File: src/rtl/core/cdk_pkg.sv
package cdk_pkg;

   localparam int NUM_SUITS_DEF  = 4;
   localparam int NUM_VALUES_DEF = 13;

   localparam int OPCODE_W = 2;
   localparam int RAND_W   = 16;
   localparam int VALUE_W  = 4;
   localparam int SUIT_W   = 3;

   localparam logic [OPCODE_W-1:0] OP_RESET   = 2'd0;
   localparam logic [OPCODE_W-1:0] OP_SHUFFLE = 2'd1;
   localparam logic [OPCODE_W-1:0] OP_DRAW    = 2'd2;

   typedef struct packed {
      logic [SUIT_W-1:0]  suit;
      logic [VALUE_W-1:0] value;
   } card_type;

   localparam int CARD_W = $bits(card_type);

endpackage

File: src/rtl/core/cdk_ram.sv
module cdk_ram #(
   parameter int WIDTH = 8,
   parameter int DEPTH = 64,
   localparam int AW = (DEPTH > 1) ? $clog2(DEPTH) : 1
) (
   input  logic             clock,
   input  logic             wr_en,
   input  logic [AW-1:0]    wr_addr,
   input  logic [WIDTH-1:0] wr_data,
   input  logic             rd_en,
   input  logic [AW-1:0]    rd_addr,
   output logic [WIDTH-1:0] rd_data
);

   logic [WIDTH-1:0] mem_ff [DEPTH];
   logic [WIDTH-1:0] rd_data_ff;

   always_ff @(posedge clock) begin
      if (wr_en) begin
         mem_ff[wr_addr] <= wr_data;
      end
      if (rd_en) begin
         rd_data_ff <= mem_ff[rd_addr];
      end
   end

   assign rd_data = rd_data_ff;

endmodule

File: src/rtl/core/cdk_mod.sv
module cdk_mod #(
   parameter int DIV_W = 6
) (
   input  logic                      clock,
   input  logic                      reset,
   input  logic                      start,
   input  logic [cdk_pkg::RAND_W-1:0] dividend,
   input  logic [DIV_W-1:0]          divisor,
   output logic                      done,
   output logic [DIV_W-1:0]          remainder
);

   import cdk_pkg::*;

   localparam int CNT_W = $clog2(RAND_W);

   logic                busy_ff, busy_in;
   logic                done_ff, done_in;
   logic [CNT_W-1:0]    cnt_ff, cnt_in;
   logic [RAND_W-1:0]   dvd_ff, dvd_in;
   logic [DIV_W-1:0]    dvs_ff, dvs_in;
   logic [DIV_W-1:0]    rem_ff, rem_in;
   logic [DIV_W:0]      trial;
   logic [DIV_W:0]      dvs_ext;

   // One restoring step per cycle: shift in the next dividend bit and
   // subtract the divisor when it fits. The remainder stays below the divisor.
   always_comb begin
      trial   = {rem_ff, dvd_ff[RAND_W-1]};
      dvs_ext = {1'b0, dvs_ff};
      busy_in = busy_ff;
      done_in = 1'b0;
      cnt_in  = cnt_ff;
      dvd_in  = dvd_ff;
      dvs_in  = dvs_ff;
      rem_in  = rem_ff;
      if (start) begin
         busy_in = 1'b1;
         cnt_in  = '0;
         dvd_in  = dividend;
         dvs_in  = divisor;
         rem_in  = '0;
      end else if (busy_ff) begin
         dvd_in = {dvd_ff[RAND_W-2:0], 1'b0};
         if (trial >= dvs_ext) begin
            rem_in = DIV_W'(trial - dvs_ext);
         end else begin
            rem_in = trial[DIV_W-1:0];
         end
         cnt_in = cnt_ff + 1'b1;
         if (cnt_ff == CNT_W'(RAND_W - 1)) begin
            busy_in = 1'b0;
            done_in = 1'b1;
         end
      end
   end

   always_ff @(posedge clock) begin
      if (reset) begin
         busy_ff <= 1'b0;
         done_ff <= 1'b0;
         cnt_ff  <= '0;
      end else begin
         busy_ff <= busy_in;
         done_ff <= done_in;
         cnt_ff  <= cnt_in;
      end
      dvd_ff <= dvd_in;
      dvs_ff <= dvs_in;
      rem_ff <= rem_in;
   end

   assign done      = done_ff;
   assign remainder = rem_ff;

endmodule

File: src/rtl/core/card_deck_shuffler.sv
// Card deck with a Fisher-Yates shuffle engine and a draw pointer.
// A request is taken on a rising edge where start is high and busy is low;
// req_opcode selects reload (0), one shuffle step (1) or a draw (2), and
// req_random_word feeds the shuffle step. Opcode 3 does nothing.
// Every request yields exactly one response, shown for one cycle with
// rsp_valid high. The receiver cannot stall; a response is never held.
// The response is registered. Reload, an unused opcode and a draw from an
// empty deck are answered straight from the request; a draw first reads
// the deck memory; a shuffle step first runs the 16-step modulo unit (one
// bit of the random word per cycle), then swaps the two entries through
// the single read port and single write port of the deck memory, reading
// both entries and then writing both.
// busy is high for the whole of a shuffle or draw; for the other
// operations busy stays low, so a new request can follow at once.
// The deck lives in a memory with one valid bit per entry; an entry that is
// not valid reads as its place in the ordered deck. Reset and a reload clear
// all valid bits along with both positions, so no clearing pass is
// needed.
module card_deck_shuffler #(
   parameter int NUM_SUITS  = cdk_pkg::NUM_SUITS_DEF,
   parameter int NUM_VALUES = cdk_pkg::NUM_VALUES_DEF
) (
   input  logic                         clock,
   input  logic                         reset,
   input  logic                         start,
   output logic                         busy,
   input  logic [cdk_pkg::OPCODE_W-1:0] req_opcode,
   input  logic [cdk_pkg::RAND_W-1:0]   req_random_word,
   output logic                         rsp_valid,
   output logic [cdk_pkg::VALUE_W-1:0]  rsp_card_value,
   output logic [cdk_pkg::SUIT_W-1:0]   rsp_card_suit,
   output logic                         rsp_deck_empty,
   output logic                         rsp_shuffle_done
);

   import cdk_pkg::*;

   localparam int DECK_N = NUM_SUITS * NUM_VALUES;
   localparam int POS_W  = $clog2(DECK_N + 1);
   localparam int ADDR_W = (DECK_N > 1) ? $clog2(DECK_N) : 1;

   localparam logic [2:0] ST_IDLE = 3'd0;
   localparam logic [2:0] ST_MOD  = 3'd1;
   localparam logic [2:0] ST_RDB  = 3'd2;
   localparam logic [2:0] ST_WRA  = 3'd3;
   localparam logic [2:0] ST_WRB  = 3'd4;
   localparam logic [2:0] ST_DRW  = 3'd5;

   card_type ord_tbl [DECK_N];

   for (genvar k = 0; k < DECK_N; k++) begin : g_ord
      localparam int SuitNum = k / NUM_VALUES + 1;
      localparam int ValNum  = k % NUM_VALUES + 1;
      assign ord_tbl[k] = '{suit: SUIT_W'(SuitNum), value: VALUE_W'(ValNum)};
   end

   logic [2:0]        st_ff, st_in;
   logic [POS_W-1:0]  shuf_pos_ff, shuf_pos_in;
   logic [POS_W-1:0]  draw_pos_ff, draw_pos_in;
   logic [POS_W-1:0]  other_ff, other_in;
   logic [DECK_N-1:0] vld_ff, vld_in;
   card_type          card_a_ff, card_a_in;
   logic              rd_vld_ff, rd_vld_in;
   card_type          rd_ord_ff, rd_ord_in;

   logic              rsp_valid_ff, rsp_valid_in;
   card_type          rsp_card_ff, rsp_card_in;
   logic              rsp_empty_ff, rsp_empty_in;
   logic              rsp_done_ff, rsp_done_in;

   logic              ram_wr_en;
   logic [ADDR_W-1:0] ram_wr_addr;
   card_type          ram_wr_data;
   logic              ram_rd_en;
   logic [ADDR_W-1:0] ram_rd_addr;
   logic [CARD_W-1:0] ram_rd_data;
   card_type          rd_card;

   logic              mod_start;
   logic              mod_done;
   logic [POS_W-1:0]  mod_rem;
   logic [POS_W-1:0]  span;
   logic [POS_W:0]    pos_next2;
   logic              accept;

   assign accept    = start && (st_ff == ST_IDLE);
   assign span      = POS_W'(DECK_N) - shuf_pos_ff;
   assign pos_next2 = {1'b0, shuf_pos_ff} + (POS_W + 1)'(2);
   assign rd_card   = rd_vld_ff ? card_type'(ram_rd_data) : rd_ord_ff;

   always_comb begin
      st_in        = st_ff;
      shuf_pos_in  = shuf_pos_ff;
      draw_pos_in  = draw_pos_ff;
      other_in     = other_ff;
      vld_in       = vld_ff;
      card_a_in    = card_a_ff;
      rsp_valid_in = 1'b0;
      rsp_card_in  = '0;
      rsp_empty_in = 1'b0;
      rsp_done_in  = 1'b0;
      ram_wr_en    = 1'b0;
      ram_wr_addr  = shuf_pos_ff[ADDR_W-1:0];
      ram_wr_data  = rd_card;
      ram_rd_en    = 1'b0;
      ram_rd_addr  = shuf_pos_ff[ADDR_W-1:0];
      mod_start    = 1'b0;

      case (st_ff)
         ST_IDLE: begin
            if (accept) begin
               case (req_opcode)
                  OP_RESET: begin
                     vld_in       = '0;
                     shuf_pos_in  = '0;
                     draw_pos_in  = '0;
                     rsp_valid_in = 1'b1;
                  end
                  OP_SHUFFLE: begin
                     mod_start = 1'b1;
                     st_in     = ST_MOD;
                  end
                  OP_DRAW: begin
                     if (draw_pos_ff >= POS_W'(DECK_N)) begin
                        rsp_valid_in = 1'b1;
                        rsp_empty_in = 1'b1;
                     end else begin
                        ram_rd_en   = 1'b1;
                        ram_rd_addr = draw_pos_ff[ADDR_W-1:0];
                        st_in       = ST_DRW;
                     end
                  end
                  default: begin
                     rsp_valid_in = 1'b1;
                  end
               endcase
            end
         end
         ST_MOD: begin
            if (mod_done) begin
               other_in  = shuf_pos_ff + mod_rem;
               ram_rd_en = 1'b1;
               st_in     = ST_RDB;
            end
         end
         ST_RDB: begin
            card_a_in   = rd_card;
            ram_rd_en   = 1'b1;
            ram_rd_addr = other_ff[ADDR_W-1:0];
            st_in       = ST_WRA;
         end
         ST_WRA: begin
            ram_wr_en = 1'b1;
            st_in     = ST_WRB;
         end
         ST_WRB: begin
            ram_wr_en    = 1'b1;
            ram_wr_addr  = other_ff[ADDR_W-1:0];
            ram_wr_data  = card_a_ff;
            rsp_valid_in = 1'b1;
            if (pos_next2 >= (POS_W + 1)'(DECK_N)) begin
               shuf_pos_in = '0;
               rsp_done_in = 1'b1;
            end else begin
               shuf_pos_in = shuf_pos_ff + 1'b1;
            end
            st_in = ST_IDLE;
         end
         ST_DRW: begin
            rsp_valid_in = 1'b1;
            rsp_card_in  = rd_card;
            draw_pos_in  = draw_pos_ff + 1'b1;
            st_in        = ST_IDLE;
         end
         default: begin
            st_in = ST_IDLE;
         end
      endcase

      if (ram_wr_en) begin
         vld_in[ram_wr_addr] = 1'b1;
      end
   end

   // The valid bit and the ordered card are sampled with the memory read so
   // that all three line up in the following cycle.
   always_comb begin
      rd_vld_in = rd_vld_ff;
      rd_ord_in = rd_ord_ff;
      if (ram_rd_en) begin
         rd_vld_in = vld_ff[ram_rd_addr];
         rd_ord_in = ord_tbl[ram_rd_addr];
      end
   end

   always_ff @(posedge clock) begin
      if (reset) begin
         st_ff        <= ST_IDLE;
         shuf_pos_ff  <= '0;
         draw_pos_ff  <= '0;
         vld_ff       <= '0;
         rsp_valid_ff <= 1'b0;
      end else begin
         st_ff        <= st_in;
         shuf_pos_ff  <= shuf_pos_in;
         draw_pos_ff  <= draw_pos_in;
         vld_ff       <= vld_in;
         rsp_valid_ff <= rsp_valid_in;
      end
      other_ff     <= other_in;
      card_a_ff    <= card_a_in;
      rd_vld_ff    <= rd_vld_in;
      rd_ord_ff    <= rd_ord_in;
      rsp_card_ff  <= rsp_card_in;
      rsp_empty_ff <= rsp_empty_in;
      rsp_done_ff  <= rsp_done_in;
   end

   cdk_mod #(
      .DIV_W (POS_W)
   ) u_mod (
      .clock     (clock),
      .reset     (reset),
      .start     (mod_start),
      .dividend  (req_random_word),
      .divisor   (span),
      .done      (mod_done),
      .remainder (mod_rem)
   );

   cdk_ram #(
      .WIDTH (CARD_W),
      .DEPTH (DECK_N)
   ) u_deck (
      .clock   (clock),
      .wr_en   (ram_wr_en),
      .wr_addr (ram_wr_addr),
      .wr_data (ram_wr_data),
      .rd_en   (ram_rd_en),
      .rd_addr (ram_rd_addr),
      .rd_data (ram_rd_data)
   );

   assign busy             = (st_ff != ST_IDLE);
   assign rsp_valid        = rsp_valid_ff;
   assign rsp_card_value   = rsp_card_ff.value;
   assign rsp_card_suit    = rsp_card_ff.suit;
   assign rsp_deck_empty   = rsp_empty_ff;
   assign rsp_shuffle_done = rsp_done_ff;

   a_draw_pos_range: assert property (@(posedge clock) disable iff (reset)
      draw_pos_ff <= POS_W'(DECK_N))
      else $error("draw position beyond deck size");

   a_shuf_pos_range: assert property (@(posedge clock) disable iff (reset)
      shuf_pos_ff < POS_W'(DECK_N))
      else $error("shuffle position beyond last entry");

   a_swap_in_deck: assert property (@(posedge clock) disable iff (reset)
      (st_ff == ST_RDB) |-> (other_ff < POS_W'(DECK_N) && other_ff >= shuf_pos_ff))
      else $error("swap partner outside the unshuffled part of the deck");

   a_accept_progress: assert property (@(posedge clock) disable iff (reset)
      accept |=> (busy || rsp_valid))
      else $error("accepted request neither in progress nor answered");

   a_empty_is_joker: assert property (@(posedge clock) disable iff (reset)
      rsp_deck_empty |-> (rsp_card_value == '0 && rsp_card_suit == '0 && !rsp_shuffle_done))
      else $error("empty deck response carries a card");

endmodule
File: config.mk
export PLATFORM = sky130hd
export DESIGN_NAME = card_deck_shuffler
export DESIGN_NICKNAME = d
export VERILOG_FILES = /design/src/rtl/core/cdk_pkg.sv /design/src/rtl/core/cdk_ram.sv /design/src/rtl/core/cdk_mod.sv /design/src/rtl/core/card_deck_shuffler.sv
export SDC_FILE = /design/constraint.sdc
export NUM_CORES = 1
export LEC_CHECK = 0
export ABC_AREA = 1
export BUFFER_PORTS_ARGS = -buffer_cell sky130_fd_sc_hd__buf_2
export CAP_MARGIN = 20
export CORE_ASPECT_RATIO = 0.7
export CORE_MARGIN = 3
export CORE_UTILIZATION = 60
export CTS_CLUSTER_DIAMETER = 60
export DETAILED_ROUTE_END_ITERATION = 8
export GPL_TIMING_DRIVEN = 0
export PLACE_DENSITY = 0.79
export SLEW_MARGIN = 40
export SYNTH_ARGS = -nofsm -noshare
export SYNTH_HDL_FRONTEND = slang
export SYNTH_SLANG_ARGS = --single-unit
File: constraint.sdc
create_clock -name clock -period 4.8 [get_ports clock]
set_clock_uncertainty 0.1 [all_clocks]
set_input_delay 0.24 -clock clock [delete_from_list [all_inputs] [get_ports clock]]
set_output_delay 0.24 -clock clock [all_outputs]
set_load 0.02 [all_outputs]
Yosys cells after proc, flatten, opt, wreduce, memory -nomap -nowiden. Memory sizes are Yosys's and may differ from the RTL's. A register that Yosys moved wholly into a read port is not among the register bits. Index checks and enable logic that the tools add are counted.

Register bits after elaboration: 125. Memory bits (writable): 364. ROM bits: 448. Output and inout port bits: 11. Logic and storage cells: 115. Memories: 2.

Memory list: (no name shown) (words 64, bits a word 7, rd ports 1, clocked after Yosys merged registers in 1, write ports 0, RTL line card_deck_shuffler.sv:192) `rd_ord_in = ord_tbl[ram_rd_addr];`; u_deck.mem_ff (words 52, bits a word 7, rd ports 1, clocked after Yosys merged registers in 1, write ports 1, RTL line cdk_ram.sv:15) `logic [WIDTH-1:0] mem_ff [DEPTH];`.

Add/sub/neg operators: 7. $lt $le $gt $ge: 6. Equality and inequality tests: 13. Muxes and demuxes: 48. Bitwise logic cells: 3. Reductions and logical operators: 17.

Operators by type and width (number): two-way mux 52 bit (4); OR 52 bit (1); two-way mux 6 bit (8); one-hot mux 6 bit (2 select lines) (3); two-way mux 16 bit (2); two-way mux 1 bit (19); less-than comparator 6 x 7 -> 1 bit (second input constant) (2); two-way mux 7 bit (2); adder 6 x 1 -> 6 bit (second input constant) (2); one-hot mux 3 bit (4 select lines) (1); two-way mux 3 bit (3); AND reduction 3 bit (3); adder 6 x 2 -> 7 bit (second input constant) (1); greater-or-equal comparator 7 x 6 -> 1 bit (1); greater-or-equal comparator 7 x 6 -> 1 bit (second input constant) (1); NOT 6 -> 7 bit (1); adder 6 bit (1); binary-select mux 1 bit (select 6 bit) (1); demux 1 bit (select 6 bit) (1); equality test 3 x 2 -> 1 bit (second input constant) (2); equality test 3 bit (second input constant) (2); greater-or-equal comparator 6 x 1 -> 1 bit (second input constant) (1); greater-or-equal comparator 6 bit (second input constant) (1); one-hot mux 3 bit (2 select lines) (1); 23 further kinds (30).

Longest topological paths before layout.
Depth in word-level cells: 8. Depth in mapped cells: 20. Gate-level depth less buffers: 19.

Modules after synthesis. From an unflattened synthesis, not the netlist that was laid out.

Cell total of the unflattened synthesis: 2279. Area total of the unflattened synthesis: 22696.8 sq um.

Modules (own cells, without submodules): cdk_ram (times used 1, cells an instance 1286, area each 15227.1 sq um, sequential area each 11140.7 sq um); card_deck_shuffler (times used 1, cells an instance 791, area each 5704.2 sq um, sequential area each 2172.1 sq um); cdk_mod (times used 1, cells an instance 202, area each 1765.4 sq um, sequential area each 900.9 sq um).

Least setup slack after synthesis. Ideal clock, no wire load.

Path type: register to register. Start: reg st_ff[0]. End: mem u_deck.mem_ff[0][3] (netlist bit), data pin. Setup time: 0.609 ns. Arrival time: 3.256 ns. Required time: 4.091 ns. Path slack: 0.835 ns. Stages on the path, launching flop included: 7. Period minus slack after synthesis: 3.965 ns. Cells stage by stage: dfxtp_1 > nor2_1 > nand2_1 > clkbuf_1 > inv_1 > clkbuf_1 > o21ai_0.

RTL lines: start, declared (RTL line card_deck_shuffler.sv:57) `logic [2:0] st_ff, st_in;`; start signal, assigned (RTL line card_deck_shuffler.sv:204) `st_ff <= st_in;`; end, declared (RTL line cdk_ram.sv:15).

Worst setup path in the final report.
Start: reg st_ff[1]. End: reg u_deck.rd_data_ff[0] (netlist: u_deck.rd_data[0]) (read register of u_deck.mem_ff), data pin.

Cells in the longest elaborated chain, start to end: 4.

RTL lines: logical NOT 3 bit (RTL line card_deck_shuffler.sv:86, card_deck_shuffler.sv:109); logical AND 1 bit (RTL line card_deck_shuffler.sv:86) `assign accept = start && (st_ff == ST_IDLE);`; two-way mux 1 bit or two-way mux 6 bit (tied branches) (RTL line card_deck_shuffler.sv:111) `if (accept) begin`; one-hot mux 1 bit (3 select lines) or one-hot mux 6 bit (2 select lines) (tied branches) (RTL line card_deck_shuffler.sv:109) `case (st_ff)`; end, declared (RTL line cdk_ram.sv:16) `logic [WIDTH-1:0] rd_data_ff;`.

Several ways; a longest one is shown, not always the timed one. A chain may end at the register's enable or synchronous reset.

==> summary by stage <==
Synthesis
In the synthesized netlist the dominant register cell turns out to be edfxtp_1. The number of warnings printed during yosys synthesis is 0. The per-instance average area after synthesis is 9.70 sq um. The synthesized area is 21900 sq um. The number of storage elements in the synthesis netlist is ~500.

Synthesis instantiated 42 different standard cells from the library. The number of synthesized flops with an enable pin is 414. The instance count of the mapped netlist is approximately 2300.

The number of nets handed over by synthesis was 2299. The share of async-settable or async-resettable flops after synthesis is 0. The share of the yosys chip area belonging to registers is 0.649.

Min path
The cell depth of the worst hold path is 5. The endpoint of the worst hold path is rsp_valid$_SDFF_PP0_. The origin of the worst min-delay path is req_opcode[1]. The class of the worst hold path is in -> reg.

Floorplanning
The floorplan step defined a core boundary enclosing 35300 sq um. The floorplan step set the die width to 234 um. The vertical die dimension is around 170 um. The initial utilization of the core area, before any placement, comes to 0.620. The standard-cell row count is between 50 and 60. The I/O pin total is 32.

The total die area is 38900 sq um.

CTS
Hold repair after CTS inserted 17 buffers. Counting the buffers created by CTS gives 46. The buffer type at the clock tree root is clkbuf_16.

The post-CTS setup buffer count is 0. The number of levels in the clock H-tree is 2. The number of gates resized after CTS was 0. The count of clock tree sinks is 503. The clock reaches the later pin of the worst-skew pair after just under 600 ps. The clock input transition at the sequential cells of the worst setup and hold paths is 70 ps. The clock tree from TritonCTS is built.

The clock passes through at most 3 buffers.

Layout
Leaving out fill and tap cells, the most frequent cell in the layout is nand2_1. In the final layout, the multi-input gates occupy 6860 sq um. Leaving out fill and tap cells, the most frequent cells in the layout are 923 x nand2_1, 414 x edfxtp_1, 157 x nor2_1.

The area growth from synthesis to final layout is 13.1%. The count of fill cells added during filler insertion is 2570. The register area is 14200 sq um.

After the last flow step, the layout net total stands at 2409. In the final layout, the share of cells above drive strength 1 is 0.103.

Critical path
For the worst setup path, the data arrival time is about 4200 ps. The largest single stage delay on the critical path is between 600 and 700 ps. The slowest stage cell on the critical path is nor2_1. The kind of end point of the critical path is a flop.

The worst path buffer plus inverter count is 4. The element type at the critical path start is a flop. Among the stages of the critical path, the cell type that occurs most often is nand2_1. In this run the worst path has a maximum fanout of 10.

In this run the critical register-to-register path is captured at u_deck.rd_data[0]$_DFFE_PP_. The worst setup path is of the reg -> reg kind. Walking the worst path, the cells encountered are inv_1 > nor2_1 > inv_1 > o22ai_1 > o21bai_2 > nor2_1 > buf_2 > buf_4 > nand2_1 > nand3_1 > a21oi_1 > nand2_1 > nand3_1 > nand2_1. The family with the most delay on the worst path is simple AND/OR/NAND/NOR gates. The critical path starts at st_ff[1]$_SDFFE_PP0P_. The worst reg2reg path startpoint is st_ff[1]$_SDFFE_PP0P_. At the worst endpoint, the required time is 5000 ps. The worst register-to-register path has a depth of 14.

Setup slack on the worst reg-to-reg path comes out at 780 ps.

STA
Setup violations remaining at the end of the flow were counted as 0. The worst slew slack as a fraction of its limit is 0.395. The hold slack is 54.9 ps. Of the available clock period, the critical path in the final layout requires 0.837. The max-slew violation total from the final report is 0.

Derived from the worst setup path, the maximum achievable clock frequency is 249 MHz. The final hold violation count is 0. Setup repair after global routing left no endpoint under its margin. Setup slack on the critical path of the routed design comes to 783 ps.

The clock period could shrink to 4020 ps. For the pin with the worst max-slew slack, the measured transition is 907 ps.

Detailed routing
The total via count after detailed routing is 17189. After detailed routing, the number of vias per cell comes to between 5 and 6. The initial detailed-routing violation count is 2931.

The post-detailed-route DRC marker count is 0. For this run, the detailed router's first-pass iteration total came to 6. After detailed routing, the average wire length per cell comes to 22.7 um. The detailed-route wire length is around 65000 um. The remaining antenna violation count after routing is 0.

Placed design
The number of I/O port buffers is 30. The HPWL reported at the end of detailed placement is 45200 um. The last weighted congestion value of the routability-driven placer is between 1 and 1.5.

The minimum setup slack after placement is 951 ps.

Global route
Global routing finished with a remaining overflow of 0. The first global-routing pass estimated 96100 um of wire. The global-route usage over all layers is 0.334. The initial antenna violation count is 2. The number of global-route vias before repair is around 16000. The maximum number of pins on one net before global-route repair is 29.

Pwr
For this design the static power due to leakage is about 9.8 nW. The worst-case IR drop observed on VDD is 0.357 mV. The power density normalized to cell area is 416 nW/um^2.

The switching power is 2.84 mW. The relative contribution of sequential cells to total power is 0.475. Of the total power, the share spent switching nets is 0.275.

The share of total power dissipated in the clock network is 0.371. The internal cell power is between 7 and 8 mW. Of the total power, combinational logic draws 0.154.

Flow run
Across the run, the number of max-cap violations was 0.

Status
The run finished with clean final reports.
per-stage QoR:
stage,util,std cells,TNS (ps),cell area [sq um],power (mW)
global route,0.701,2876,0,24800,10.6
global placement,0.641,2759,-931950,22600,6.43
floorplan,-,2257,0,21900,5.92
CTS,0.700,2876,0,24700,10.2
detailed placement,0.651,2774,0,23000,6.49
finish,0.701,2877,0,24800,10.3
registers in the layout, indices dropped and copies added, names as in the netlist:
signal / cells
rd_ord_ff: 7
card_a_ff: 7
shuf_pos_ff: 6
u_mod.done: 1
rd_vld_ff: 1
rsp_shuffle_done: 1
rsp_card_value: 4
u_mod.dvd_ff: 16
u_mod.remainder: 6
u_mod.dvs_ff: 6
u_mod.cnt_ff: 4
u_deck.mem_ff: 364
st_ff: 3
other_ff: 6
vld_ff: 52
rsp_deck_empty: 1
u_mod.busy_ff: 1
rsp_valid: 1
draw_pos_ff: 6
u_deck.rd_data: 7
rsp_card_suit: 3
logic make-up after synthesis:
group,synth area share
DFF,0.649
buffers and inverters,0.0454
AOI/OAI and AO/OA,0.0616
and+or+nand+nor,0.224
adders and majority gates,0.0127
xor gates and xnor gates,0.00680
tightest hold or removal path, cell delays in order:
cell and delay (ps):
buf_2 120, nor2_1 90, inv_1 70, nand3_1 80, a21oi_1 70
layer usage:
metal | part of all wire | track usage
met1 | 0.40 | 0.506
met2 | 0.41 | 0.460
met3 | 0.15 | 0.109
met4 | 0.030 | 0.0996
met5 | 0.00020 | 0
cells in the mapped netlist (19+ instances only):
cell,n,share of area
nand2_1,924,0.16
edfxtp_1,414,0.57
nor2_1,195,0.033
a21oi_1,124,0.028
inv_1,124,0.021
dfxtp_1,89,0.081
nand3_1,89,0.020
o21ai_0,56,0.013
buf_2,43,0.0098
clkbuf_1,32,0.0055
ha_1,19,0.011
layout make-up:
cell class                      instances  share of cell area
Sequential cell                       503               0.574
Multi-Input combinational cell       1524               0.277
Clock buffer                           59              0.0505
Tap cell                              472              0.0238
Timing Repair Buffer                   62              0.0225
Buffer                                 98              0.0201
Inverter                              132              0.0201
Clock inverter                         26              0.0118
Antenna cell                            1            0.000101
power by group through the flow:
stage	Clock [mW]	Combinational, mW	Sequential [mW]
after floorplan	0	0.917	5.00
after global placement	0	1.40	5.04
after detailed placement	0	1.49	4.99
after CTS	3.82	1.52	4.90
after global routing	4.02	1.70	4.90
final	3.83	1.58	4.90
worst max path at each step:
stage                     cells past startpoint                             end  slack, ps
final                                        14     u_deck.rd_data[0]$_DFFE_PP_        780
after CTS                                    14     u_deck.rd_data[0]$_DFFE_PP_        900
after global placement                        6  u_deck.mem_ff[27][3]$_DFFE_PP_      -3060
after floorplan                               6   u_deck.mem_ff[0][3]$_DFFE_PP_        830
after detailed placement                     19     u_deck.rd_data[3]$_DFFE_PP_        950
after global routing                         19     u_deck.rd_data[0]$_DFFE_PP_        610
(Power assumes the default switching activity.)
